**config.mk**
```make
export PLATFORM = sky130hd
export DESIGN_NAME = c2s_div_cell
export DESIGN_NICKNAME = d
export VERILOG_FILES = /design/src/rtl/cartesian_to_spherical_macros.svh /design/src/rtl/c2s_pkg.sv /design/src/rtl/c2s_div_cell.sv
export SDC_FILE = /design/constraint.sdc
export NUM_CORES = 1
export LEC_CHECK = 0
export BUFFER_PORTS_ARGS = -buffer_cell sky130_fd_sc_hd__buf_2
export CELL_PAD_IN_SITES_DETAIL_PLACEMENT = 1
export CELL_PAD_IN_SITES_GLOBAL_PLACEMENT = 1
export CORE_MARGIN = 4
export CORE_UTILIZATION = 36
export CTS_BUF_LIST = sky130_fd_sc_hd__clkbuf_8
export CTS_CLUSTER_DIAMETER = 40
export DETAILED_ROUTE_END_ITERATION = 12
export GPL_TIMING_DRIVEN = 0
export HOLD_SLACK_MARGIN = 0.1
export PLACE_DENSITY_LB_ADDON = 0.1
export SETUP_SLACK_MARGIN = 0.4
export SKIP_CTS_REPAIR_TIMING = 1
export SLEW_MARGIN = 10
export SYNTH_ARGS = -nofsm -noshare
export SYNTH_HDL_FRONTEND = slang
export SYNTH_SLANG_ARGS = --single-unit
```
**constraint.sdc**
```tcl
create_clock -name clock -period 3.6 [get_ports clock]
set_input_delay 0.18 -clock clock [delete_from_list [all_inputs] [get_ports clock]]
set_output_delay 0.18 -clock clock [all_outputs]
set_load 0.005 [all_outputs]
```
**src/rtl/cartesian_to_spherical_macros.svh**
```systemverilog
// Assertion macros shared by the RTL of the spherical conversion block.
// Both forms sample on clock and are held off while reset is high.
`ifndef CARTESIAN_TO_SPHERICAL_MACROS_SVH
`define CARTESIAN_TO_SPHERICAL_MACROS_SVH

`ifndef ASSERT_OFF

// Consequent must hold in the same cycle as the antecedent
`define C2S_ASSERT_IMPLY(label, ante, cons) \
   label: assert property (@(posedge clock) disable iff (reset) (ante) |-> (cons)) \
      else $error("c2s assertion failed");

// Consequent must hold in the cycle after the antecedent
`define C2S_ASSERT_NEXT(label, ante, cons) \
   label: assert property (@(posedge clock) disable iff (reset) (ante) |=> (cons)) \
      else $error("c2s assertion failed");

`else

`define C2S_ASSERT_IMPLY(label, ante, cons)
`define C2S_ASSERT_NEXT(label, ante, cons)

`endif

`endif

```
**src/rtl/c2s_pkg.sv**
```systemverilog
`default_nettype none

package c2s_pkg;

   // Component width and derived datapath widths
   localparam int COMP_BITS    = 16;
   localparam int SQ_BITS      = 2 * COMP_BITS;
   localparam int SCALE_SHIFT  = 60 - COMP_BITS;
   localparam int CORDIC_W     = 64;
   localparam int ANGLE_W      = 34;
   localparam int CORDIC_STEPS = 32;
   localparam int QUOT_W       = 33;
   localparam int CROOT_W      = 17;
   localparam int ANGLE_FRAC   = 17;
   localparam int AZIM_W       = 16;
   localparam int POLAR_W      = 15;
   localparam int COS_W        = 16;
   localparam int GAIN_W       = 31;
   localparam int GAIN_FRAC    = 30;

   // Constants
   localparam logic [GAIN_W-1:0]         GAIN_Q30  = 31'd1768195363;
   localparam logic signed [ANGLE_W-1:0] HALF_TURN = 34'sh0_8000_0000;
   localparam logic signed [ANGLE_W-1:0] ANG_ROUND = 34'sh0_0001_0000;
   localparam logic [POLAR_W-1:0]        ANGLE_PI  = 15'd16384;
   localparam logic signed [COS_W-1:0]   COS_ONE   = 16'sd32767;

   typedef logic signed [COMP_BITS-1:0] comp_type;

   typedef struct packed {
      comp_type comp_x;
      comp_type comp_y;
      comp_type comp_z;
   } req_type;

   typedef struct packed {
      logic [COMP_BITS-1:0]      magnitude;
      logic [COMP_BITS-1:0]      transverse;
      logic signed [AZIM_W-1:0]  azimuth;
      logic [POLAR_W-1:0]        polar;
      logic signed [COS_W-1:0]   cos_polar;
      logic                      is_zero;
   } rsp_type;

   // Vectoring rotator state handed from cell to cell
   typedef struct packed {
      logic signed [CORDIC_W-1:0] x;
      logic signed [CORDIC_W-1:0] y;
      logic signed [ANGLE_W-1:0]  ang;
   } cordic_type;

   // Long division state handed from cell to cell
   typedef struct packed {
      logic [SQ_BITS-1:0] divisor;
      logic [SQ_BITS-1:0] rem;
      logic [QUOT_W-1:0]  quot;
   } div_type;

   // atan(2^-i) as a binary angle, 2^32 per turn
   function automatic logic [31:0] atan_entry(input int idx);
      logic [31:0] val;
      case (idx)
         0:       val = 32'h20000000;
         1:       val = 32'h12E4051E;
         2:       val = 32'h09FB385B;
         3:       val = 32'h051111D4;
         4:       val = 32'h028B0D43;
         5:       val = 32'h0145D7E1;
         6:       val = 32'h00A2F61E;
         7:       val = 32'h00517C55;
         8:       val = 32'h0028BE53;
         9:       val = 32'h00145F2F;
         10:      val = 32'h000A2F98;
         11:      val = 32'h000517CC;
         12:      val = 32'h00028BE6;
         13:      val = 32'h000145F3;
         14:      val = 32'h0000A2FA;
         15:      val = 32'h0000517D;
         16:      val = 32'h000028BE;
         17:      val = 32'h0000145F;
         18:      val = 32'h00000A30;
         19:      val = 32'h00000518;
         20:      val = 32'h0000028C;
         21:      val = 32'h00000146;
         22:      val = 32'h000000A3;
         23:      val = 32'h00000051;
         24:      val = 32'h00000029;
         25:      val = 32'h00000014;
         26:      val = 32'h0000000A;
         27:      val = 32'h00000005;
         28:      val = 32'h00000003;
         29:      val = 32'h00000001;
         30:      val = 32'h00000001;
         default: val = 32'h00000000;
      endcase
      return val;
   endfunction

endpackage

`default_nettype wire

```
**src/rtl/c2s_div_cell.sv**
```systemverilog
`default_nettype none

// One quotient bit of the z^2 / |v|^2 long division
module c2s_div_cell (
   input  wire logic             clock,
   input  wire c2s_pkg::div_type din,
   output c2s_pkg::div_type      dout
);

   logic [c2s_pkg::SQ_BITS:0] twice;
   logic                      take;
   c2s_pkg::div_type          state_ff;
   c2s_pkg::div_type          state_in;

   // remainder stays below the divisor, so twice it fits one extra bit
   always_comb begin
      twice    = {din.rem, 1'b0};
      take     = twice >= {1'b0, din.divisor};
      state_in = din;
      state_in.quot = {din.quot[c2s_pkg::QUOT_W-2:0], take};
      if (take) begin
         state_in.rem = c2s_pkg::SQ_BITS'(twice - {1'b0, din.divisor});
      end else begin
         state_in.rem = twice[c2s_pkg::SQ_BITS-1:0];
      end
   end

   always_ff @(posedge clock) begin
      state_ff <= state_in;
   end

   assign dout = state_ff;

endmodule

`default_nettype wire

```
==> flow_summary.yaml <==
power:
  power_frac_seq_pct: 45.8
  combPwrFrac_pct: 29.2
  clkPwrFrac_pct: 25.0
  p_int_mw: 1.87
  total_power_mw: 2.67
  peakVddDrop_v: 0.000172
  power_switching_mw: 0.799
  power.density_nw_per_um2: 403
  p_leak_nw: 3.26
  p_sw_share_pct: 30.0
global_routing:
  grt_pass1_wl_um: 19300
  grt_max_degree: 18
  grtUsageTotal_pct: 16.9
  antenna_found_initial: 0
  grt_pass1_vias: 3924
  overflow: 0
layout:
  design_area_um2: 6620
  utilization_pct: 57.0
  fillCellCount: 1349
  layout.nets: 845
  layout-drive-gt1-share_pct: 34.8
  antenna_cells: 0
  largest_reg_flops: 97
  area_delta_synth_final_pct: 51.8
timing:
  tightestPinTransition_ps: 634
  hold_ws_ps: 106
  fin_crit_sh_pct: 86.5
  final_hold_viol_count: 0
  max_freq_ghz: 0.321
  min_period_ps: 3110
  setup_tns_ps: 0
  rsz0062_at_grt: "false"
  final_max_slew_viol_count: 0
  setup_violations: 0
  slew_headroom_pct: 57.3
yosys:
  ys_top_cells_by_count: "dfxtp_1, inv_1, ha_1"
  ys_ff_latch: 97
  yosysMostFrequentCell: "dfxtp_1"
  seq_area_frac_synth_pct: 44.5
  avgSynthCellArea_um2: 10.5
  synth_top_area_share_pct: 44.5
  synth_edf_count: 0
  synthTopCellsByArea: "dfxtp_1, ha_1, mux2_4"
  synth_warnings: 0
  dominantRegCellSynth: "dfxtp_1"
  syn_inst: 417
  synth.distinct_cells: 56
  synth_fp_nets: 548
  yosysTopAreaCell: "dfxtp_1"
  synth_area_um2: 4360
  synthArstFlopShare_pct: 0
critical_path:
  required_ps: 3870
  crit_slowest_cell: "dlygate4sd3_1"
  endpoint: "dout[52]$_DFF_P_"
  cpMostUsedCell: "buf_12"
  criticalPathCategory: "primary input to flop"
  worstSetupPathDepth: 13
  cp.arrival_ps: 3380
  cp-end-kind: "flop"
  crit_buf_inv: 6
  path_max_fanout: 10
  critical-path-max-stage-delay_ps: 550
  cp-start-kind: "primary input"
  crit_start: "din[86]"
  crit_family: "simple AND/OR/NAND/NOR gates"
  crit_path_cell_trace: "dlygate4sd3_1, buf_2, inv_1, ha_1, nand4_1, or2_2, or3_1, o22a_1, and3_4, buf_12, inv_8, buf_12, mux2_4"
cts:
  cts_root_buf: "clkbuf_8"
  cts_buffer_depth: 2
  cts_buffers: 9
  htree_levels: 3
  clock-sinks: 97
  cts.clk_slew.worst_paths_ps: 100
  cts_tree: "built"
placement:
  io_buffers: 193
  dpl-instance-area_um2: 5500
  dpl.hpwl_um: 9640
  gp_congestion: 0.846
run_status:
  outcome: "finished clean"
floorplanning:
  die_h_um: 118
  boundaryPins: 195
  floorplan.initialDensity_pct: 37.5
  core-area_um2: 11600
  die_area_um2: 13900
  die_w_um: 118
  row_count: 39
worst_hold_path:
  hold_class: "primary input to flop"
  hold_path_depth: 3
drt:
  ant_nets: 0
  vias_per_cell: 4.86
  drc: 0
  drt_iter0_markers: 122
  drt_pass1_iterations: 4
  wirelength_um: 14300
  avgRoutedWirePerCell_um: 16.6
  num_vias: 4187
flow_run:
  max_cap_viol_count: 0
==> power groups by stage <==
stage               Combinational, mW  Clock, mW  Sequential, mW
global placement                0.681          0            1.24
global route                    0.862      0.736            1.23
finish                          0.779      0.668            1.22
floorplan                       0.405          0            1.26
detailed placement              0.692          0            1.24
CTS                             0.696      0.695            1.22
==> logic make-up after synthesis <==
kind of cell               after synthesis  synth area share, %
xor gates and xnor gates                25                 5.02
DFF                                     97                 44.5
muxes                                   29                 9.07
AOI/OAI and AO/OA                      102                 16.1
and+or+nand+nor                         82                 10.1
buffers and inverters                   49                 5.51
adders and majority gates               33                 9.64
==> how the worst min path moves through the flow <==
stage | start | endpoint | slack, ps
after global routing | din[65] | dout[33]$_SDFF_PN0_ | 110
after CTS | din[19] | dout[20]$_DFF_P_ | -120
after global placement | din[19] | dout[20]$_DFF_P_ | 280
final | din[65] | dout[33]$_SDFF_PN0_ | 110
after detailed placement | din[31] | dout[32]$_DFF_P_ | 280
after floorplan | din[9] | dout[10]$_DFF_P_ | 210
==> final cells by class <==
type	instances	area [um2]	share of cell area [%]
Clock buffer	9	124	1.87
Timing Repair Buffer	286	1900	28.7
Sequential cell	97	1940	29.3
Multi-Input combinational cell	271	2180	33.0
Tap cell	143	179	2.70
Clock inverter	7	55.1	0.832
Inverter	36	143	2.16
Buffer	13	97.6	1.47
==> cells in the final DEF, fill, tap and decap left out, types with 5 or more instances in the layout <==
cell           instances
a21o_1                15
a21oi_1               23
buf_2                193
clkbuf_1               9
clkbuf_8               9
dfxtp_1               97
dlygate4sd3_1         93
ha_1                  32
inv_1                 36
mux2_2                 8
mux2_4                19
nand2_1               15
nand3_1                6
nand4_1               12
nor2_1                18
o21a_1                 7
o21ai_0               18
o31ai_1                5
xnor2_1               14
xor2_1                11
==> layer usage <==
metal / track usage [%] / share of wire, % / vias up
met2: 27.9 / 50 / 137
li1: - / - / 2059
met1: 20.6 / 42 / 1974
met3: 5.05 / 6.0 / 17
met5: 0 / 0 / -
met4: 6.74 / 1.4 / 0
==> metrics by stage <==
step                      setup WS (ps)  std cells
after floorplan                     853        417
after global placement              159        753
after detailed placement            172        753
after CTS                           583        769
after global routing                383        862
final                               486        862
No activity file was read; power rests on OpenSTA's default activity.
