`config.mk`:
```
export PLATFORM = sky130hd
export DESIGN_NAME = c2s_sqrt_cell
export DESIGN_NICKNAME = d
export VERILOG_FILES = /design/src/rtl/cartesian_to_spherical_macros.svh /design/src/rtl/c2s_sqrt_cell.sv
export SDC_FILE = /design/constraint.sdc
export NUM_CORES = 1
export LEC_CHECK = 0
export BUFFER_PORTS_ARGS = -buffer_cell sky130_fd_sc_hd__buf_4
export CAP_MARGIN = 20
export CORE_UTILIZATION = 45
export DETAILED_ROUTE_END_ITERATION = 12
export PLACE_DENSITY = 0.75
export SYNTH_ARGS = -nofsm -noshare
export SYNTH_HDL_FRONTEND = slang
export SYNTH_SLANG_ARGS = --single-unit
```
`constraint.sdc`:
```
create_clock -name clock -period 8.2 [get_ports clock]
set_clock_uncertainty 0.1 [all_clocks]
set_input_delay 0.82 -clock clock [delete_from_list [all_inputs] [get_ports clock]]
set_output_delay 0.82 -clock clock [all_outputs]
set_load 0.01 [all_outputs]
```
`src/rtl/cartesian_to_spherical_macros.svh`:
```
// Assertion macros shared by the RTL of the spherical conversion block.
// Both forms sample on clock and are held off while reset is high.
`ifndef CARTESIAN_TO_SPHERICAL_MACROS_SVH
`define CARTESIAN_TO_SPHERICAL_MACROS_SVH

`ifndef ASSERT_OFF

// Consequent must hold in the same cycle as the antecedent
`define C2S_ASSERT_IMPLY(label, ante, cons) \
   label: assert property (@(posedge clock) disable iff (reset) (ante) |-> (cons)) \
      else $error("c2s assertion failed");

// Consequent must hold in the cycle after the antecedent
`define C2S_ASSERT_NEXT(label, ante, cons) \
   label: assert property (@(posedge clock) disable iff (reset) (ante) |=> (cons)) \
      else $error("c2s assertion failed");

`else

`define C2S_ASSERT_IMPLY(label, ante, cons)
`define C2S_ASSERT_NEXT(label, ante, cons)

`endif

`endif

```
`src/rtl/c2s_sqrt_cell.sv`:
```
`default_nettype none

// One root bit of a restoring square root
module c2s_sqrt_cell #(
   parameter int RAD_W  = 32,
   parameter int ROOT_W = 16,
   parameter int BIT    = 0
) (
   input  wire logic              clock,
   input  wire logic [RAD_W-1:0]  din_rem,
   input  wire logic [ROOT_W-1:0] din_root,
   output logic      [RAD_W-1:0]  dout_rem,
   output logic      [ROOT_W-1:0] dout_root
);

   localparam int TRIAL_W = RAD_W + 2;

   logic [TRIAL_W-1:0] trial;
   logic               fits;
   logic [RAD_W-1:0]   rem_ff;
   logic [RAD_W-1:0]   rem_in;
   logic [ROOT_W-1:0]  root_ff;
   logic [ROOT_W-1:0]  root_in;

   // trial = 2*root*2^BIT + 4^BIT; root holds only bits above BIT
   always_comb begin
      trial   = (TRIAL_W'(din_root) << (BIT + 1)) | (TRIAL_W'(1) << (2 * BIT));
      fits    = TRIAL_W'(din_rem) >= trial;
      rem_in  = din_rem;
      root_in = din_root;
      if (fits) begin
         rem_in  = din_rem - trial[RAD_W-1:0];
         root_in = din_root | (ROOT_W'(1) << BIT);
      end
   end

   always_ff @(posedge clock) begin
      rem_ff  <= rem_in;
      root_ff <= root_in;
   end

   assign dout_rem  = rem_ff;
   assign dout_root = root_ff;

endmodule

`default_nettype wire

```
==> results of run 1 <==
[cells in the final DEF (no fill, tap or decap), drive strengths merged, types with 3 or more instances in the layout]
cell type	Yosys	layout
nand2	16	16
nand2b	3	3
xnor2	21	21
and2	3	3
nor2	19	19
clkbuf	2	7
nor3	6	6
inv	22	22
mux2	7	7
o31ai	3	3
nand3	7	7
a21oi	27	27
dfxtp	48	48
o21ai	11	11
ha	17	17
a21o	6	6
nor4	3	3
xor2	8	8
nand4	6	6
buf	3	97
[routing by layer]
layer,routed length (um),vias up,global-route usage [%]
met3,436,11,5.423
met2,2654,83,34.03
met1,2500,1007,27.04
li1,-,1130,-
met5,0,-,0
met4,72,0,5.761
[through the flow]
| stage | total power [uW] | cell area [um^2] |
|---|---|---|
| after detailed placement | 449.6 | 3218 |
| after global routing | 662.6 | 3344 |
| final | 627.6 | 3344 |
| after floorplan | 367.0 | 2425 |
| after CTS | 632.5 | 3344 |
| after global placement | 445.7 | 3218 |
[power groups by stage]
| stage | registers (uW) | logic [uW] | clock network, uW |
|---|---|---|---|
| 2_1_floorplan | 288 | 79.2 | 0 |
| 3_3_place_gp | 273 | 173 | 0 |
| 3_5_place_dp | 273 | 176 | 0 |
| 4_1_cts | 268 | 178 | 187 |
| 5_1_grt | 271 | 197 | 195 |
| 6_report | 268 | 178 | 182 |
[cell type report]
type,instances,area share (%)
clock buffer,7,2.881
clock inverter,1,0.8979
inverter,22,2.469
multi-input combinational,190,40.63
sequential,48,28.73
tap,70,2.619
timing repair buffer,97,21.77
[cell families after synthesis]
kind of cell / count (synthesis) / share of synthesized area [%]
AOI/OAI and AO/OA: 63 / 16.20
DFF: 48 / 39.63
and+or+nand+nor: 73 / 16.20
buffers and inverters: 27 / 4.334
adders and majority gates: 18 / 9.597
xor gates and xnor gates: 29 / 10.78
muxes: 7 / 3.251
[sequential cells by signal (all words and copies together) (netlist names)]
name / count
dout_rem: 32
dout_root: 16
[final timing paths]
kind / to / depth (start not counted) / from
hold / removal: dout_root[4] / 1 / din_root[4]
setup / recovery: dout_rem[26] / 9 / din_rem[1]
==> run metrics, run 1 <==
outcome=complete, no violations; CTS H-Tree Depth=2; final setup violation count=0; vias in the first global route=2064; ys flop type=dfxtp_1; TNS Setup=0 ns; total number of vias=2231; Synth cell types=44; Syn Area/Cell=9.150 um^2; Leak=0.001564 uW; Net Count, Synth=332; Async S/R FF share, synth=0%; FILL cells=456; Synth top cells by count=dfxtp_1, a21oi_1, inv_1; Final Util=65.07%; Worst Max-Slew Pin Slew=0.6063 ns; CP Launch Type=input port; Max VDD drop=96.98 uV; area of the mapped netlist=2425 um^2; fin nets=431; Gate Count Post-Synth=265; ANT cells=0; die height=75.41 um; f_max=0.2677 GHz; Post-CTS Hold Buffers=0; crit path time final=3.735 ns; Reg power frac=42.6%; pre-CTS setup slack=4.211 ns; first-pass GRT wire length=8.983 mm; combinational share of power=28.4%; Hold/Removal Path Class=in -> reg; Post-CTS Setup Inserts=0; Seq/Total Area, Yosys=39.63%; Multi-input gate area=1359 um^2; RSZ-0062 raised after global routing=no; slowest stage delay, CP=0.60 ns; HPWL after DPL=4.462 mm; width of the die=75.41 um; fin crit share=45.55%; final WL=5.663 mm; P_sw=167.9 uW; Slew headroom=58.53%; cell taking the most area after synthesis=dfxtp_1; CTS max path bufs=2; WP buf/inv=1; post-route insts no fill=435; total grt overflow=0; Setup CP Type=in -> reg; worst-path fanout max=7; switching share of total power=26.76%; Ys Warns=0; initial antenna violation count=0; Worst path slowest cell=a2111oi_0; Layout area overhead=37.93%; Cell Rows=26; ANT nets after route=0; CTS Buf Count=5; Max Cap Violations=0; PortBufs=96; register area=960.9 um^2; Post-synth EDFFs=0; fraction of layout cells with a size suffix above 1=32.60%; Clk pwr share=28.9%; Top delay family on crit path=compound AO/OA/AOI/OAI gates; final-report hold violation count=0; dpl cells=427; clk sinks=48; final worst slack=4.465 ns; Critical Path RT=8.29 ns; post-synth top area share=39.63%; Arr. time, crit path=3.83 ns; I/O pins=97; Initial DRT Pass Iterations=4; post-CTS sizing=0; DRT iter0 DRCs=132; max-slew violations=0; Die ar.=5686 um^2; DRC=0; Initial Utilization=47.18%; CTS root buf=clkbuf_8; GP Congestion=0.8734; CTS tree=built; PD cells=187.6 nW/um^2; largest cells by area after synthesis=dfxtp_1, ha_1, xnor2_1; CTS clk-pin slew, worst paths=0.08 ns; count leader, synth=dfxtp_1; WHS=0.5269 ns; Vias/cell=5.129; Yosys reg bits=48; CP Capture Type=flip-flop; Global Route Usage Sum=20.75%; core area=5140 um^2; Power Internal=459.7 uW; crit-path cells=buf_4 > fa_1 > a211oi_1 > o31ai_1 > a21o_1 > a2111oi_0 > o41a_1 > or4b_4 > xnor2_2; largest net degree at the start of global routing=33; wire length per cell=13.02 um
(Power assumes the default switching activity.)
==> run 2: changes to the inputs <==
- ABC_AREA: default -> 1
- PLACE_DENSITY: 0.75 -> 0.74
- clock period: 8.2 -> 3.09 ns (I/O delays scaled with it)
==> run metrics, run 2 <==
Yosys reg bits=48; most frequent cells in the layout=nand2_1, buf_4, inv_1, dfxtp_1, nor2_1; Critical Path RT=3.24 ns; Syn Area/Cell=6.466 um^2; Slew headroom=72.75%; Async S/R FF share, synth=0%; PortBufs=96; DRC=0; Post-synth EDFFs=0; Net Count, Synth=561; count leader, synth=nand2_1; Post-CTS Hold Buffers=0; total grt overflow=0; post-CTS sizing=0; CTS H-Tree Depth=2; CTS tree=built; hold path cells=1; Clk pwr share=26.6%; die height=86.25 um; total number of vias=3225; CTS Buf Count=5; WHS=0.01431 ns; largest net degree at the start of global routing=34; Max VDD drop=230.9 uV; ys flop type=dfxtp_1; wire length per cell=11.60 um; Max Cap Violations=0; Power Internal=1172 uW; area of the mapped netlist=3194 um^2; slowest stage delay, CP=0.53 ns; CTS max path bufs=2; combinational share of power=31.7%; clk sinks=48; switching share of total power=30.85%; post-route insts no fill=698; Initial DRT Pass Iterations=4; final WL=8.096 mm; fraction of layout cells with a size suffix above 1=26.41%; initial antenna violation count=0; Synth top cells by count=nand2_1, inv_1, dfxtp_1; dpl cells=682; cell taking the most area after synthesis=dfxtp_1; Global Route Usage Sum=22.87%; first-pass GRT wire length=13.50 mm; P_sw=522.9 uW; crit path time final=2.597 ns; Setup CP Type=in -> reg; largest cells by area after synthesis=dfxtp_1, nand2_1, inv_1; final-report hold violation count=0; ANT cells=0; Gate Count Post-Synth=494; WP buf/inv=4; commonest non-fill, non-tap cell in the layout=nand2_1; CP Capture Type=flip-flop; max-slew violations=0; Hold/Removal Path Class=in -> reg; CP Launch Type=input port; PD cells=406.7 nW/um^2; Post-CTS Setup Inserts=0; Initial Utilization=46.76%; CTS root buf=clkbuf_8; Final Util=61.01%; I/O pins=97; Hold Path Origin=din_root[7]; Seq/Total Area, Yosys=30.08%; vias in the first global route=3114; fin nets=668; HPWL after DPL=6.713 mm; DRT iter0 DRCs=151; width of the die=86.25 um; f_max=0.3850 GHz; Top delay family on crit path=buffers and inverters; RSZ-0062 raised after global routing=no; GP Congestion=0.8935; CTS clk-pin slew, worst paths=0.09 ns; Vias/cell=4.620; Ys Warns=0; worst-path fanout max=33; TNS Setup=0 ns; post-synth top area share=30.08%; Hold EP=dout_root[7]; core area=6832 um^2; fin crit share=84.05%; Reg power frac=41.7%; Worst path slowest cell=dlygate4sd3_1; Leak=0.002320 uW; Cell Rows=30; outcome=complete, no violations; ANT nets after route=0; crit-path cells=dlygate4sd3_1 > buf_4 > inv_1 > ha_1 > or2_1 > and2_4 > nand2_4 > nand2_4 > nand2_2 > nand2_2 > nand2_2 > nand2_4 > inv_6 > nand2_1 > nand2_1; Die ar.=7439 um^2; total power=1695 uW; Arr. time, crit path=2.75 ns; Layout area overhead=30.47%; Worst Max-Slew Pin Slew=0.4088 ns; Largest register FFs=32; final setup violation count=0; Synth cell types=30
## run 2: cell types whose count changed after synthesis, sizes merged, moves of 3 or more
cell,delta
nand2,+198
inv,+66
xnor2,-20
nor2,+19
nand3,+17
o21ai,-9
mux2,-7
a21o,-6
or2,+4
nand2b,-3
nand4,-3
nor4,-3
o31ai,-3
xor2,+3
## run 2: area by class of cell
cell class	count	area, um^2
timing repair buffer	104	800.8
fill	665	2664
inverter	90	342.8
tap	96	120.1
sequential	48	960.9
clock inverter	3	42.54
multi-input combinational	352	1832
clock buffer	5	68.82
## run 2: power by group through the flow
stage          sequential, uW  clock [uW]  combinational [uW]
2_1_floorplan             759           0                 258
5_1_grt                   713         491                 593
3_5_place_dp              722           0                 527
4_1_cts                   707         465                 530
6_report                  707         451                 537
3_3_place_gp              722           0                 522
## run 2: kinds of logic (layout without fill, tap and decap cells)
group / Yosys count / count (layout) / share of synthesized area (%)
flops: 48 / 48 / 30.08
compound gates: 28 / 28 / 6.384
xor+xnor: 12 / 12 / 3.290
buf+inv: 94 / 202 / 12.57
simple gates: 294 / 294 / 40.38
fa+ha+maj: 18 / 18 / 7.285
## run 2: metal layers
metal	vias to the layer above	track usage (%)	share of wire (%)
met5	-	0	0
met4	0	6.364	1.5
met3	11	3.333	4.7
met2	99	37.59	45
met1	1419	31.28	49
li1	1696	-	-
## run 2: per-stage QoR
step	cell area [um^2]	setup WS, ns
5_1_grt	4168	0.2983
6_report	4168	0.4928
4_1_cts	4088	1.005
2_1_floorplan	3194	1.166
3_3_place_gp	3976	0.7507
3_5_place_dp	3976	0.6896
## run 2: worst max-delay path by stage
stage	slack, ns	cells after the start	start	endpoint
final	0.49	15	din_root[2]	dout_rem[15]
after global routing	0.30	15	din_root[9]	dout_rem[16]
after CTS	1.00	14	din_rem[1]	dout_rem[15]
after detailed placement	0.69	11	din_rem[15]	dout_rem[15]
after global placement	0.75	14	din_rem[1]	dout_rem[16]
after floorplan	1.17	14	din_root[0]	dout_root[0]
==> run 3: changes to the inputs <==
- clock period: 3.09 -> 2.3 ns (I/O delays scaled with it)
==> run metrics, run 3 (synthesis results as in run 2) <==
clk sinks=48; CTS root buf=clkbuf_8; HPWL after DPL=6.704 mm; Arr. time, crit path=2.23 ns; PD cells=515.1 nW/um^2; core area=6832 um^2; DRC=0; Vias/cell=4.666; Initial Utilization=46.76%; Initial DRT Pass Iterations=5; post-route insts no fill=709; most frequent cells in the layout=nand2_1, buf_4, inv_1, dfxtp_1, nor2_1; vias in the first global route=3070; hold path cells=3; DRT iter0 DRCs=204; Critical Path RT=2.45 ns; final WL=8.536 mm; worst-path fanout max=11; first-pass GRT wire length=13.86 mm; TNS Setup=0 ns; FILL cells=684; fin nets=679; CTS clk-pin slew, worst paths=0.09 ns; CTS max path bufs=2; Setup CP Type=in -> reg; ANT cells=0; fraction of layout cells with a size suffix above 1=26.59%; commonest non-fill, non-tap cell in the layout=nand2_1; f_max=0.4797 GHz; CP Launch Type=input port; width of the die=86.25 um; CTS tree=built; total grt overflow=0; dpl cells=683; Layout area overhead=33.88%; wire length per cell=12.04 um; outcome=complete, no violations; Max Cap Violations=0; register area=960.9 um^2; ANT nets after route=0; Hold Path Origin=din_rem[5]; Worst Max-Slew Pin Slew=0.3610 ns; Multi-input gate area=1847 um^2; WL met3=452 um; Metal-1 WL=4.023 mm; GP Congestion=0.9312; Max VDD drop=317.9 uV; Cell Rows=30; final-report hold violation count=0; total number of vias=3308; met2 WL=3.922 mm; Die ar.=7439 um^2; initial antenna violation count=0; fin crit share=90.63%; final setup violation count=0; max-slew violations=0; CTS H-Tree Depth=2; Hold/Removal Path Class=in -> reg; Hold EP=dout_rem[5]; total power=2203 uW; PortBufs=96; RSZ-0062 raised after global routing=no; die height=86.25 um; Largest register FFs=32; Leak=0.002364 uW; largest net degree at the start of global routing=34; Critical Path Start=din_root[15]; I/O pins=97; CTS Buf Count=5; Slew headroom=75.85%; CP Capture Type=flip-flop; top sig layer=met4; crit path time final=2.084 ns; Global Route Usage Sum=23.76%
-- run 3: routing by layer --
layer  vias to the layer above  global-route usage (%)
met3                        10                   3.619
met1                      1475                   31.59
met5                         -                       0
li1                       1722                       -
met2                       101                   40.26
met4                         0                   6.061
-- run 3: stage by stage --
step / utilization (%) / hold WS [ns] / worst slack, ns / cell area, um^2
after floorplan: - / 0.1577 / 0.4547 / 3194
after global placement: 58.32 / 0.2441 / 0.1329 / 3984
after detailed placement: 58.32 / 0.2443 / 0.06592 / 3984
after CTS: 61.83 / 0.02119 / 0.03368 / 4224
after global routing: 62.60 / 0.03036 / 0.07509 / 4277
final: 62.60 / 0.02548 / 0.2155 / 4277
-- run 3: power breakdown --
part | switching [uW] | internal (uW)
Sequential | 24.5 | 925
Combinational | 400 | 338
Clock | 269 | 246
Total | 694 | 1510
-- run 3: final cells by class --
type | count | share of cell area [%]
multi-input combinational | 352 | 43.18
tap | 96 | 2.809
sequential | 48 | 22.47
timing repair buffer | 115 | 21.15
inverter | 90 | 8.280
clock buffer | 8 | 2.106
-- run 3: how the worst max path moves through the flow --
stage / slack (ns) / end
floorplan: 0.45 / dout_root[0]
global placement: 0.13 / dout_rem[2]
detailed placement: 0.07 / dout_rem[2]
CTS: 0.03 / dout_rem[2]
global route: 0.08 / dout_rem[8]
finish: 0.22 / dout_rem[2]
-- run 3: timing repair --
action / 4_1_cts / 5_1_grt
hold buffers: 15 / 0
gates resized for setup: 0 / 6
endpoints found under the setup margin: 0 / 33
setup buffers: 0 / 3
endpoints found under the hold margin: 15 / 0
-- run 3: worst max-delay path, stage by stage --
cell,delay [ns]
dlygate4sd3_1,0.53
buf_4,0.11
inv_1,0.05
ha_4,0.28
nand2_1,0.08
nor2_2,0.16
nand2_1,0.09
inv_1,0.12
a21oi_2,0.09
nand2_4,0.16
buf_6,0.18
nand3_1,0.08
nand2_1,0.06
