--- config.mk ---
export PLATFORM = sky130hd
export DESIGN_NAME = c2s_cordic_cell
export DESIGN_NICKNAME = d
export VERILOG_FILES = /design/src/rtl/cartesian_to_spherical_macros.svh /design/src/rtl/c2s_pkg.sv /design/src/rtl/c2s_cordic_cell.sv
export SDC_FILE = /design/constraint.sdc
export NUM_CORES = 1
export LEC_CHECK = 0
export ABC_AREA = 1
export CAP_MARGIN = 10
export CORE_UTILIZATION = 28
export CTS_BUF_LIST = sky130_fd_sc_hd__clkbuf_4 sky130_fd_sc_hd__clkbuf_8 sky130_fd_sc_hd__clkbuf_16
export DETAILED_ROUTE_END_ITERATION = 6
export DONT_BUFFER_PORTS = 1
export GPL_ROUTABILITY_DRIVEN = 0
export PLACE_DENSITY_LB_ADDON = 0.25
export SLEW_MARGIN = 20
export SYNTH_ARGS = -nofsm -noshare
export SYNTH_HDL_FRONTEND = slang
export SYNTH_SLANG_ARGS = --single-unit
--- constraint.sdc ---
create_clock -name clock -period 2.05 [get_ports clock]
set_clock_uncertainty 0.15 [all_clocks]
set_input_delay 0.205 -clock clock [delete_from_list [all_inputs] [get_ports clock]]
set_output_delay 0.205 -clock clock [all_outputs]
set_load 0.005 [all_outputs]
--- src/rtl/cartesian_to_spherical_macros.svh ---
// Assertion macros shared by the RTL of the spherical conversion block.
// Both forms sample on clock and are held off while reset is high.
`ifndef CARTESIAN_TO_SPHERICAL_MACROS_SVH
`define CARTESIAN_TO_SPHERICAL_MACROS_SVH

`ifndef ASSERT_OFF

// Consequent must hold in the same cycle as the antecedent
`define C2S_ASSERT_IMPLY(label, ante, cons) \
   label: assert property (@(posedge clock) disable iff (reset) (ante) |-> (cons)) \
      else $error("c2s assertion failed");

// Consequent must hold in the cycle after the antecedent
`define C2S_ASSERT_NEXT(label, ante, cons) \
   label: assert property (@(posedge clock) disable iff (reset) (ante) |=> (cons)) \
      else $error("c2s assertion failed");

`else

`define C2S_ASSERT_IMPLY(label, ante, cons)
`define C2S_ASSERT_NEXT(label, ante, cons)

`endif

`endif

--- src/rtl/c2s_pkg.sv ---
`default_nettype none

package c2s_pkg;

   // Component width and derived datapath widths
   localparam int COMP_BITS    = 16;
   localparam int SQ_BITS      = 2 * COMP_BITS;
   localparam int SCALE_SHIFT  = 60 - COMP_BITS;
   localparam int CORDIC_W     = 64;
   localparam int ANGLE_W      = 34;
   localparam int CORDIC_STEPS = 32;
   localparam int QUOT_W       = 33;
   localparam int CROOT_W      = 17;
   localparam int ANGLE_FRAC   = 17;
   localparam int AZIM_W       = 16;
   localparam int POLAR_W      = 15;
   localparam int COS_W        = 16;
   localparam int GAIN_W       = 31;
   localparam int GAIN_FRAC    = 30;

   // Constants
   localparam logic [GAIN_W-1:0]         GAIN_Q30  = 31'd1768195363;
   localparam logic signed [ANGLE_W-1:0] HALF_TURN = 34'sh0_8000_0000;
   localparam logic signed [ANGLE_W-1:0] ANG_ROUND = 34'sh0_0001_0000;
   localparam logic [POLAR_W-1:0]        ANGLE_PI  = 15'd16384;
   localparam logic signed [COS_W-1:0]   COS_ONE   = 16'sd32767;

   typedef logic signed [COMP_BITS-1:0] comp_type;

   typedef struct packed {
      comp_type comp_x;
      comp_type comp_y;
      comp_type comp_z;
   } req_type;

   typedef struct packed {
      logic [COMP_BITS-1:0]      magnitude;
      logic [COMP_BITS-1:0]      transverse;
      logic signed [AZIM_W-1:0]  azimuth;
      logic [POLAR_W-1:0]        polar;
      logic signed [COS_W-1:0]   cos_polar;
      logic                      is_zero;
   } rsp_type;

   // Vectoring rotator state handed from cell to cell
   typedef struct packed {
      logic signed [CORDIC_W-1:0] x;
      logic signed [CORDIC_W-1:0] y;
      logic signed [ANGLE_W-1:0]  ang;
   } cordic_type;

   // Long division state handed from cell to cell
   typedef struct packed {
      logic [SQ_BITS-1:0] divisor;
      logic [SQ_BITS-1:0] rem;
      logic [QUOT_W-1:0]  quot;
   } div_type;

   // atan(2^-i) as a binary angle, 2^32 per turn
   function automatic logic [31:0] atan_entry(input int idx);
      logic [31:0] val;
      case (idx)
         0:       val = 32'h20000000;
         1:       val = 32'h12E4051E;
         2:       val = 32'h09FB385B;
         3:       val = 32'h051111D4;
         4:       val = 32'h028B0D43;
         5:       val = 32'h0145D7E1;
         6:       val = 32'h00A2F61E;
         7:       val = 32'h00517C55;
         8:       val = 32'h0028BE53;
         9:       val = 32'h00145F2F;
         10:      val = 32'h000A2F98;
         11:      val = 32'h000517CC;
         12:      val = 32'h00028BE6;
         13:      val = 32'h000145F3;
         14:      val = 32'h0000A2FA;
         15:      val = 32'h0000517D;
         16:      val = 32'h000028BE;
         17:      val = 32'h0000145F;
         18:      val = 32'h00000A30;
         19:      val = 32'h00000518;
         20:      val = 32'h0000028C;
         21:      val = 32'h00000146;
         22:      val = 32'h000000A3;
         23:      val = 32'h00000051;
         24:      val = 32'h00000029;
         25:      val = 32'h00000014;
         26:      val = 32'h0000000A;
         27:      val = 32'h00000005;
         28:      val = 32'h00000003;
         29:      val = 32'h00000001;
         30:      val = 32'h00000001;
         default: val = 32'h00000000;
      endcase
      return val;
   endfunction

endpackage

`default_nettype wire

--- src/rtl/c2s_cordic_cell.sv ---
`default_nettype none

// One vectoring rotation step with a fixed shift
module c2s_cordic_cell #(
   parameter int SHIFT = 0
) (
   input  wire logic              clock,
   input  wire c2s_pkg::cordic_type din,
   output c2s_pkg::cordic_type    dout
);

   localparam logic signed [c2s_pkg::ANGLE_W-1:0] STEP =
      $signed({{(c2s_pkg::ANGLE_W - 32){1'b0}}, c2s_pkg::atan_entry(SHIFT)});

   logic signed [c2s_pkg::CORDIC_W-1:0] dx;
   logic signed [c2s_pkg::CORDIC_W-1:0] dy;
   c2s_pkg::cordic_type state_ff;
   c2s_pkg::cordic_type state_in;

   // rotate toward y = 0; zero residual counts as positive
   always_comb begin
      dx       = $signed(din.y) >>> SHIFT;
      dy       = $signed(din.x) >>> SHIFT;
      state_in = din;
      if (!din.y[c2s_pkg::CORDIC_W-1]) begin
         state_in.x   = din.x + dx;
         state_in.y   = din.y - dy;
         state_in.ang = din.ang + STEP;
      end else begin
         state_in.x   = din.x - dx;
         state_in.y   = din.y + dy;
         state_in.ang = din.ang - STEP;
      end
   end

   always_ff @(posedge clock) begin
      state_ff <= state_in;
   end

   assign dout = state_ff;

endmodule

`default_nettype wire

==> impl_results.md, run 1 <==
- Run status: complete, but fails checks
- Failing checks: hold timing
- Critical path buffers and inverters: 3
- I/O pin cnt: between 300 and 400
- Clk root buf: sky130_fd_sc_hd__clkbuf_16
- Arrival @ worst endpoint: 2.21 ns
- CP required: ~2.3 ns
- Top cell by count, worst path: sky130_fd_sc_hd__nand2_1
- Quantity of I/O buffers inserted on ports: 0
- Synthesized flop and latch total: roughly 160
- Peak clock frequency supported by timing: between 500 and 600 MHz
- Routed wire length: 99800 µm
- Mapped Area: 21900 µm²
- Flip-flop count of the largest register after layout: 161
- Detailed-route via count: 25600
- Inst Count DP: 5504
- Global Route Usage Sum: 0.249
- Sort of element at the end of the critical path: flip-flop
- Maximum Capacitance Violations: 0
- Total Power: 14.7 mW
- Core Area: about 77000 µm²
- Vias in the first global route: 24100
- Slew at the pin with the worst max-slew slack: a little under 0.6 ns
- Clock slew at reported path FFs: about 0.070 ns
- Die footprint: 79300 µm²
- Worst hold path class: in -> reg
- Worst-path cell chain: inv_1 -> ha_1 -> fa_1 -> inv_2 -> buf_4 -> nand3_1 -> nand3_1 -> nand2_1 -> nand3_1 -> nand2_1 -> nand2_1 -> nand2_1 -> nand3_1 -> nand2_1
- Detail-routed net length per standard cell: roughly 18 µm
- Buffer levels on the longest clock path: 2
- Min Hold Slack: -0.290 ns
- Layout Cells excl Fill: 5589
- Pre-CTS setup slack: -0.616 ns
- Number of pins with negative max-slew slack in the final report: 0
- Hold bufs inserted after CTS: 53
- Clock Sinks: 161
- CTS tree: built
- Chip Height: around 280 µm
- Wire length of the first global-routing pass: around 150000 µm
- Hold path start: din[97]
- Signed area change from the synthesized netlist to the final layout: 27.7%
- Static leakage power: between 15 and 20 nW
- Final hold viol count: 89
- Synth Area per Inst: 5.43 µm²
- Clock period minus final worst setup slack: between 1.5 and 2 ns
- H-tree levels: 4
- Total iterations of the first detailed-routing run: 6
- Antenna viol nets, final: 0
- Number of unique standard cell types used by synthesis: 41
- Remaining Overflow, GRT: 0
- Relative max-transition margin: 0.601
- Unrepaired setup endpoints after global routing: false
- Number of warning messages in the yosys log: 0
- PwrDens: 525 nW/µm²
- Ratio of cells with drive above 1 in the final layout: 0.177
- Site row count: slightly above 100
- Final setup fails: 0
- Family with the most delay on the worst path: simple AND/OR/NAND/NOR gates
- CP peak stage delay: 0.41 ns
- Sequential-to-total area share from yosys stat: 0.147
- Horiz. Die Dim: 282 µm
- Maximum fanout encountered on the critical timing path: 4
- Maximum number of pins on one net before global-route repair: about 130
- Cell with the biggest individual delay on the critical path: sky130_fd_sc_hd__fa_1
- Detailed placer's ending HPWL: roughly 87000 µm
- Most frequent cells in the layout: sky130_fd_sc_hd__nand2_1 (1530), sky130_fd_sc_hd__inv_1 (870), sky130_fd_sc_hd__buf_4 (504)
- Startpoint of the worst setup timing path: din[34]
- Antenna cell count: 0
- Most common library cell in the layout ignoring fill and taps: sky130_fd_sc_hd__nand2_1
- Number of buffers inserted during clock tree synthesis: 17
- Post-Syn Instances: approximately 4000
- Drt first-iter violations: 1975
- Number of nets produced by synthesis: 4409
- Number of fill cells in the layout: 8785
- Starting utilization of the core area: 0.283
- Detailed-route vias per instance: between 4 and 5
- Setup WS post-layout: approximately 0.085 ns
- Peak VDD IR: between 0.7 and 0.8 mV
- Final cycle utilization of the critical path: 0.959
- Type of origin of the critical path: input port
- Crit path kind: in -> reg
- Number of nets in the layout: 4912
- DRC: 0
- Initial antenna violation count: 0
==> where the power goes <==
part	switching [mW]	internal [mW]	total (mW)	leakage [nW]
registers	0.477	3.65	4.12	1.36
logic	4.37	2.85	7.23	14.7
clock network	1.74	1.58	3.32	0.263
total	6.59	8.08	14.7	16.3
==> Yosys cell counts <==
| library cell | count | area, µm² |
|---|---|---|
| sky130_fd_sc_hd__nand2_2 | 32 | 200 |
| sky130_fd_sc_hd__nor3_1 | 5 | 25.0 |
| sky130_fd_sc_hd__nand4_1 | 48 | 300 |
| sky130_fd_sc_hd__buf_6 | 27 | 304 |
| sky130_fd_sc_hd__o21bai_1 | 20 | 150 |
| sky130_fd_sc_hd__a21o_1 | 3 | 22.5 |
| sky130_fd_sc_hd__nor2_2 | 67 | 419 |
| sky130_fd_sc_hd__clkbuf_1 | 15 | 56.3 |
| sky130_fd_sc_hd__dfxtp_1 | 161 | 3220 |
| sky130_fd_sc_hd__and2_1 | 5 | 31.3 |
| sky130_fd_sc_hd__nor2_4 | 14 | 158 |
| sky130_fd_sc_hd__xor2_2 | 1 | 16.3 |
| sky130_fd_sc_hd__nand2_1 | 1539 | 5780 |
| sky130_fd_sc_hd__nor2_1 | 223 | 837 |
| sky130_fd_sc_hd__nor3_2 | 13 | 130 |
| sky130_fd_sc_hd__buf_1 | 3 | 11.3 |
| sky130_fd_sc_hd__mux2i_1 | 2 | 20.0 |
| sky130_fd_sc_hd__nand3b_2 | 1 | 11.3 |
| sky130_fd_sc_hd__nand3b_1 | 4 | 30.0 |
| sky130_fd_sc_hd__nor3_4 | 3 | 48.8 |
| sky130_fd_sc_hd__a31oi_1 | 7 | 43.8 |
| sky130_fd_sc_hd__o21ai_0 | 104 | 521 |
| sky130_fd_sc_hd__nand3_1 | 313 | 1570 |
| sky130_fd_sc_hd__ha_1 | 209 | 2620 |
| sky130_fd_sc_hd__inv_1 | 872 | 3270 |
| sky130_fd_sc_hd__nand3_2 | 11 | 110 |
| sky130_fd_sc_hd__a21oi_1 | 168 | 841 |
| sky130_fd_sc_hd__clkinv_1 | 1 | 3.75 |
| sky130_fd_sc_hd__inv_2 | 34 | 128 |
| sky130_fd_sc_hd__o31ai_1 | 2 | 15.0 |
| sky130_fd_sc_hd__o21ai_1 | 11 | 55.1 |
| sky130_fd_sc_hd__xor2_1 | 45 | 394 |
| sky130_fd_sc_hd__buf_2 | 17 | 85.1 |
| sky130_fd_sc_hd__fa_1 | 4 | 80.1 |
| sky130_fd_sc_hd__o22ai_1 | 13 | 81.3 |
| sky130_fd_sc_hd__buf_4 | 27 | 203 |
| sky130_fd_sc_hd__nand2_4 | 4 | 45.0 |
| sky130_fd_sc_hd__or2_2 | 2 | 12.5 |
| sky130_fd_sc_hd__nand3b_4 | 1 | 20.0 |
| sky130_fd_sc_hd__xnor2_1 | 1 | 8.76 |
| sky130_fd_sc_hd__a21oi_2 | 1 | 8.76 |
==> kinds of logic after synthesis <==
group	share of synthesized area
XOR/XNOR	0.0192
buffers and inverters	0.186
AO/OA/AOI/OAI	0.0794
adder cells (fa/ha/maj)	0.123
AND/OR/NAND/NOR	0.444
multiplexers	0.000915
flip-flops	0.147
==> routing by layer <==
metal | global-route usage | vias to the layer above | part of all wire
met3 | 0.0446 | 159 | 0.078
met1 | 0.313 | 11500 | 0.43
met2 | 0.412 | 916 | 0.45
met4 | 0.111 | 0 | 0.046
met5 | 0 | - | 0
li1 | - | 13100 | -
==> stage by stage <==
step                 util  instance area, µm²  hold slack (ns)  TNS [ns]
finish              0.361               27900           -0.290         0
global route        0.361               27900           -0.323         0
CTS                 0.358               27700           -0.350         0
detailed placement  0.344               26600           0.0828    -39.18
global placement    0.344               26600           0.0828    -39.11
floorplan               -               21900           0.0827         0
==> path summary, 6_finish.rpt <==
kind                               end  slack (ns)  depth (start not counted)
worst max-delay path  dout[92]$_DFF_P_        0.09                         14
worst min-delay path  dout[97]$_DFF_P_       -0.29                          2
==> repair_timing <==
item | CTS | global route
endpoints found under the setup margin | 2 | 60
pin swaps | 0 | 1
resized for setup | 5 | 71
hold endpoints to repair | 135 | 89
setup buffers | 0 | 0
==> cell type report <==
class,instances,area (µm²),area share
clock buffer,17,425,0.0152
timing repair buffer,573,4630,0.166
inverter,907,3410,0.122
clock inverter,15,128,0.00457
sequential,161,3220,0.115
multi-input combinational,2876,14800,0.530
tap,1040,1300,0.0466
Power figures use the tool's default switching activity.
==> run 2: changes to the inputs <==
- CORE_UTILIZATION: 28 -> 30
- clock period: 2.05 -> 1.7 ns (I/O delays scaled with it)
==> run 2 against run 1 <==
  * The flow finishes with violations (DRC, hold timing, setup timing)
  * Non-clock buffer count grew 5
  * Die area is 6.6% lower
  * Global-route usage up 1.1 points
  * Largest power group unchanged
==> impl_results.md, run 2 (synthesized netlist as in run 1, its figures left out) <==
- Wire length of the first global-routing pass: 144000 µm (-0.92%)
- PwrDens: 623 nW/µm² (+19%)
- Total Power: 19.1 mW (+30%)
- Maximum fanout encountered on the critical timing path: 8 (+4)
- Detailed-route via count: 25900 (+1.2%)
- Clk root buf: sky130_fd_sc_hd__clkbuf_16
- Run status: complete, but fails checks
- Detail-routed net length per standard cell: 17.9 µm (+0.11%)
- Flip-flop count of the largest register after layout: 161 (unchanged)
- Pre-CTS setup slack: -0.642 ns (-0.0263 ns)
- Number of cells traversed by the worst hold path: 1 (-1)
- Failing checks: DRC, hold timing, setup timing
- Routed wire length: 98400 µm (-1.4%)
- Min Hold Slack: -0.316 ns (-0.0264 ns)
- Worst hold path class: in -> reg
- Die footprint: 74000 µm² (-6.6%)
- Number of buffers inserted during clock tree synthesis: 17 (unchanged)
- Most common library cell in the layout ignoring fill and taps: sky130_fd_sc_hd__nand2_1
- Sort of element at the end of the critical path: flip-flop
- Core Area: 71900 µm² (-7.1%)
- Drt first-iter violations: 2000 (+1.3%)
- Unrepaired setup endpoints after global routing: true
- Global Route Usage Sum: 0.260 (+0.0111)
- CP required: 1.93 ns (-0.36 ns)
- Clock Sinks: 161 (unchanged)
- Peak VDD IR: 0.574 mV (-19%)
- Clock period minus final worst setup slack: 1.72 ns
- Relative max-transition margin: 0.379 (-0.222)
- Final cycle utilization of the critical path: 1.01
- Antenna cell count: 0 (unchanged)
- Site row count: 98 (-3.9%)
- Signed area change from the synthesized netlist to the final layout: 39.9%
- DRC: 1 (+1)
- Most frequent cells in the layout: sky130_fd_sc_hd__nand2_1 (1403), sky130_fd_sc_hd__inv_1 (768), sky130_fd_sc_hd__buf_4 (488)
- Final setup fails: 3 (+3)
- Worst hold path endpoint: dout[57]$_DFF_P_
- Remaining Overflow, GRT: 0 (unchanged)
- Ratio of cells with drive above 1 in the final layout: 0.271 (+0.0936)
- Buffer levels on the longest clock path: 2 (unchanged)
- Clock slew at reported path FFs: 0.07 ns (about the same)
- Slew at the pin with the worst max-slew slack: 0.928 ns (+0.336 ns)
- H-tree levels: 4 (unchanged)
- Static leakage power: 16.8 nW (+3.0%)
- Vias in the first global route: 24300 (+0.56%)
- Antenna viol nets, final: 0 (unchanged)
- Crit path kind: in -> reg
- Detailed-route vias per instance: 4.71 (+2.8%)
- Initial antenna violation count: 1 (+1)
- CTS tree: built
- Post-route core utilization: 0.426 (+0.0647)
- Arrival @ worst endpoint: 1.95 ns (-0.26 ns)
- Type of origin of the critical path: input port
- Maximum Capacitance Violations: 0 (unchanged)
- Hold path start: din[97]
- Total iterations of the first detailed-routing run: 7 (+1)
- Number of fill cells in the layout: 7797 (-11%)
- Starting utilization of the core area: 0.305 (+0.0216)
- Maximum number of pins on one net before global-route repair: 125 (unchanged)
- Detailed placer's ending HPWL: 84300 µm (-3.3%)
- Quantity of I/O buffers inserted on ports: 0 (unchanged)
- Total negative slack for setup checks: -0.0292 ns (-0.0292 ns)
- Number of pins with negative max-slew slack in the final report: 0 (unchanged)
- Peak clock frequency supported by timing: 582 MHz
- Number of nets in the layout: 4917 (+0.10%)
- Horiz. Die Dim: 272 µm (-3.4%)
- I/O pin cnt: 325 (unchanged)
- Chip Height: 272 µm (-3.4%)
- Setup WS post-layout: -0.0193 ns (-0.104 ns)
- Final hold viol count: 94 (+5.6%)
==> run 2: routing by layer <==
| layer | routed length [µm] | share of wire | vias up | track usage |
|---|---|---|---|---|
| met3 | 7790 | 0.079 | 129 | 0.0530 |
| met5 | 0 | 0 | - | 0 |
| li1 | - | - | 13100 | - |
| met4 | 3930 | 0.040 | 0 | 0.102 |
| met1 | 42600 | 0.43 | 11800 | 0.332 |
| met2 | 44100 | 0.45 | 895 | 0.426 |
==> run 2: what timing repair did <==
action                     CTS  global route
hold endpoints to repair   138            95
setup endpoints to repair    8            84
buffers inserted             0            28
gates resized for setup      7           248
pin swaps                    0            80
hold buffers                54             2
==> run 2: how the worst max path moves through the flow <==
stage	from	depth (start not counted)	end	slack, ns
floorplan	din[83]	14	dout[96]$_DFF_P_	-0.09
detailed placement	din[84]	14	dout[95]$_DFF_P_	-0.64
global route	din[41]	17	dout[160]$_DFF_P_	-0.08
CTS	din[97]	5	dout[30]$_DFF_P_	0.007
finish	din[36]	16	dout[80]$_DFF_P_	-0.02
global placement	din[84]	14	dout[95]$_DFF_P_	-0.63
==> run 2: where the power goes <==
part | leakage (nW) | switching (mW) | total, mW | internal (mW)
Clock | 0.284 | 2.06 | 4.26 | 2.20
Combinational | 15.2 | 5.85 | 9.92 | 4.06
Sequential | 1.36 | 0.487 | 4.88 | 4.40
Total | 16.8 | 8.40 | 19.1 | 10.7
==> run 2: per-stage QoR <==
step / instances / area, µm²
CTS: 5474 / 29400
floorplan: 4033 / 23900
detailed placement: 5389 / 28300
finish: 5503 / 30600
global placement: 5389 / 28300
global route: 5503 / 30600
==> run 2: critical path, cell delays in order <==
cell and delay, ns:
sky130_fd_sc_hd__inv_2 0.02, sky130_fd_sc_hd__ha_4 0.25, sky130_fd_sc_hd__buf_4 0.14, sky130_fd_sc_hd__nor2_2 0.16
sky130_fd_sc_hd__nand3_2 0.17, sky130_fd_sc_hd__nand3_4 0.15, sky130_fd_sc_hd__nand2_1 0.07, sky130_fd_sc_hd__nand2_2 0.12
sky130_fd_sc_hd__nand2_1 0.09, sky130_fd_sc_hd__nand2_2 0.13, sky130_fd_sc_hd__buf_12 0.13, sky130_fd_sc_hd__nand2_2 0.08
sky130_fd_sc_hd__nand2_1 0.07, sky130_fd_sc_hd__nand2_1 0.06, sky130_fd_sc_hd__nand3_1 0.08, sky130_fd_sc_hd__nand2_1 0.06
==> run 2: layout make-up <==
class	count	area, µm²	share of cell area
repair buffers	578	4880	0.159
inverters	907	3560	0.116
multi-input cells	2876	17200	0.561
well taps	950	1190	0.0388
clock inverters	14	170	0.00556
clock buffers	17	425	0.0139
flip-flops and latches	161	3220	0.105
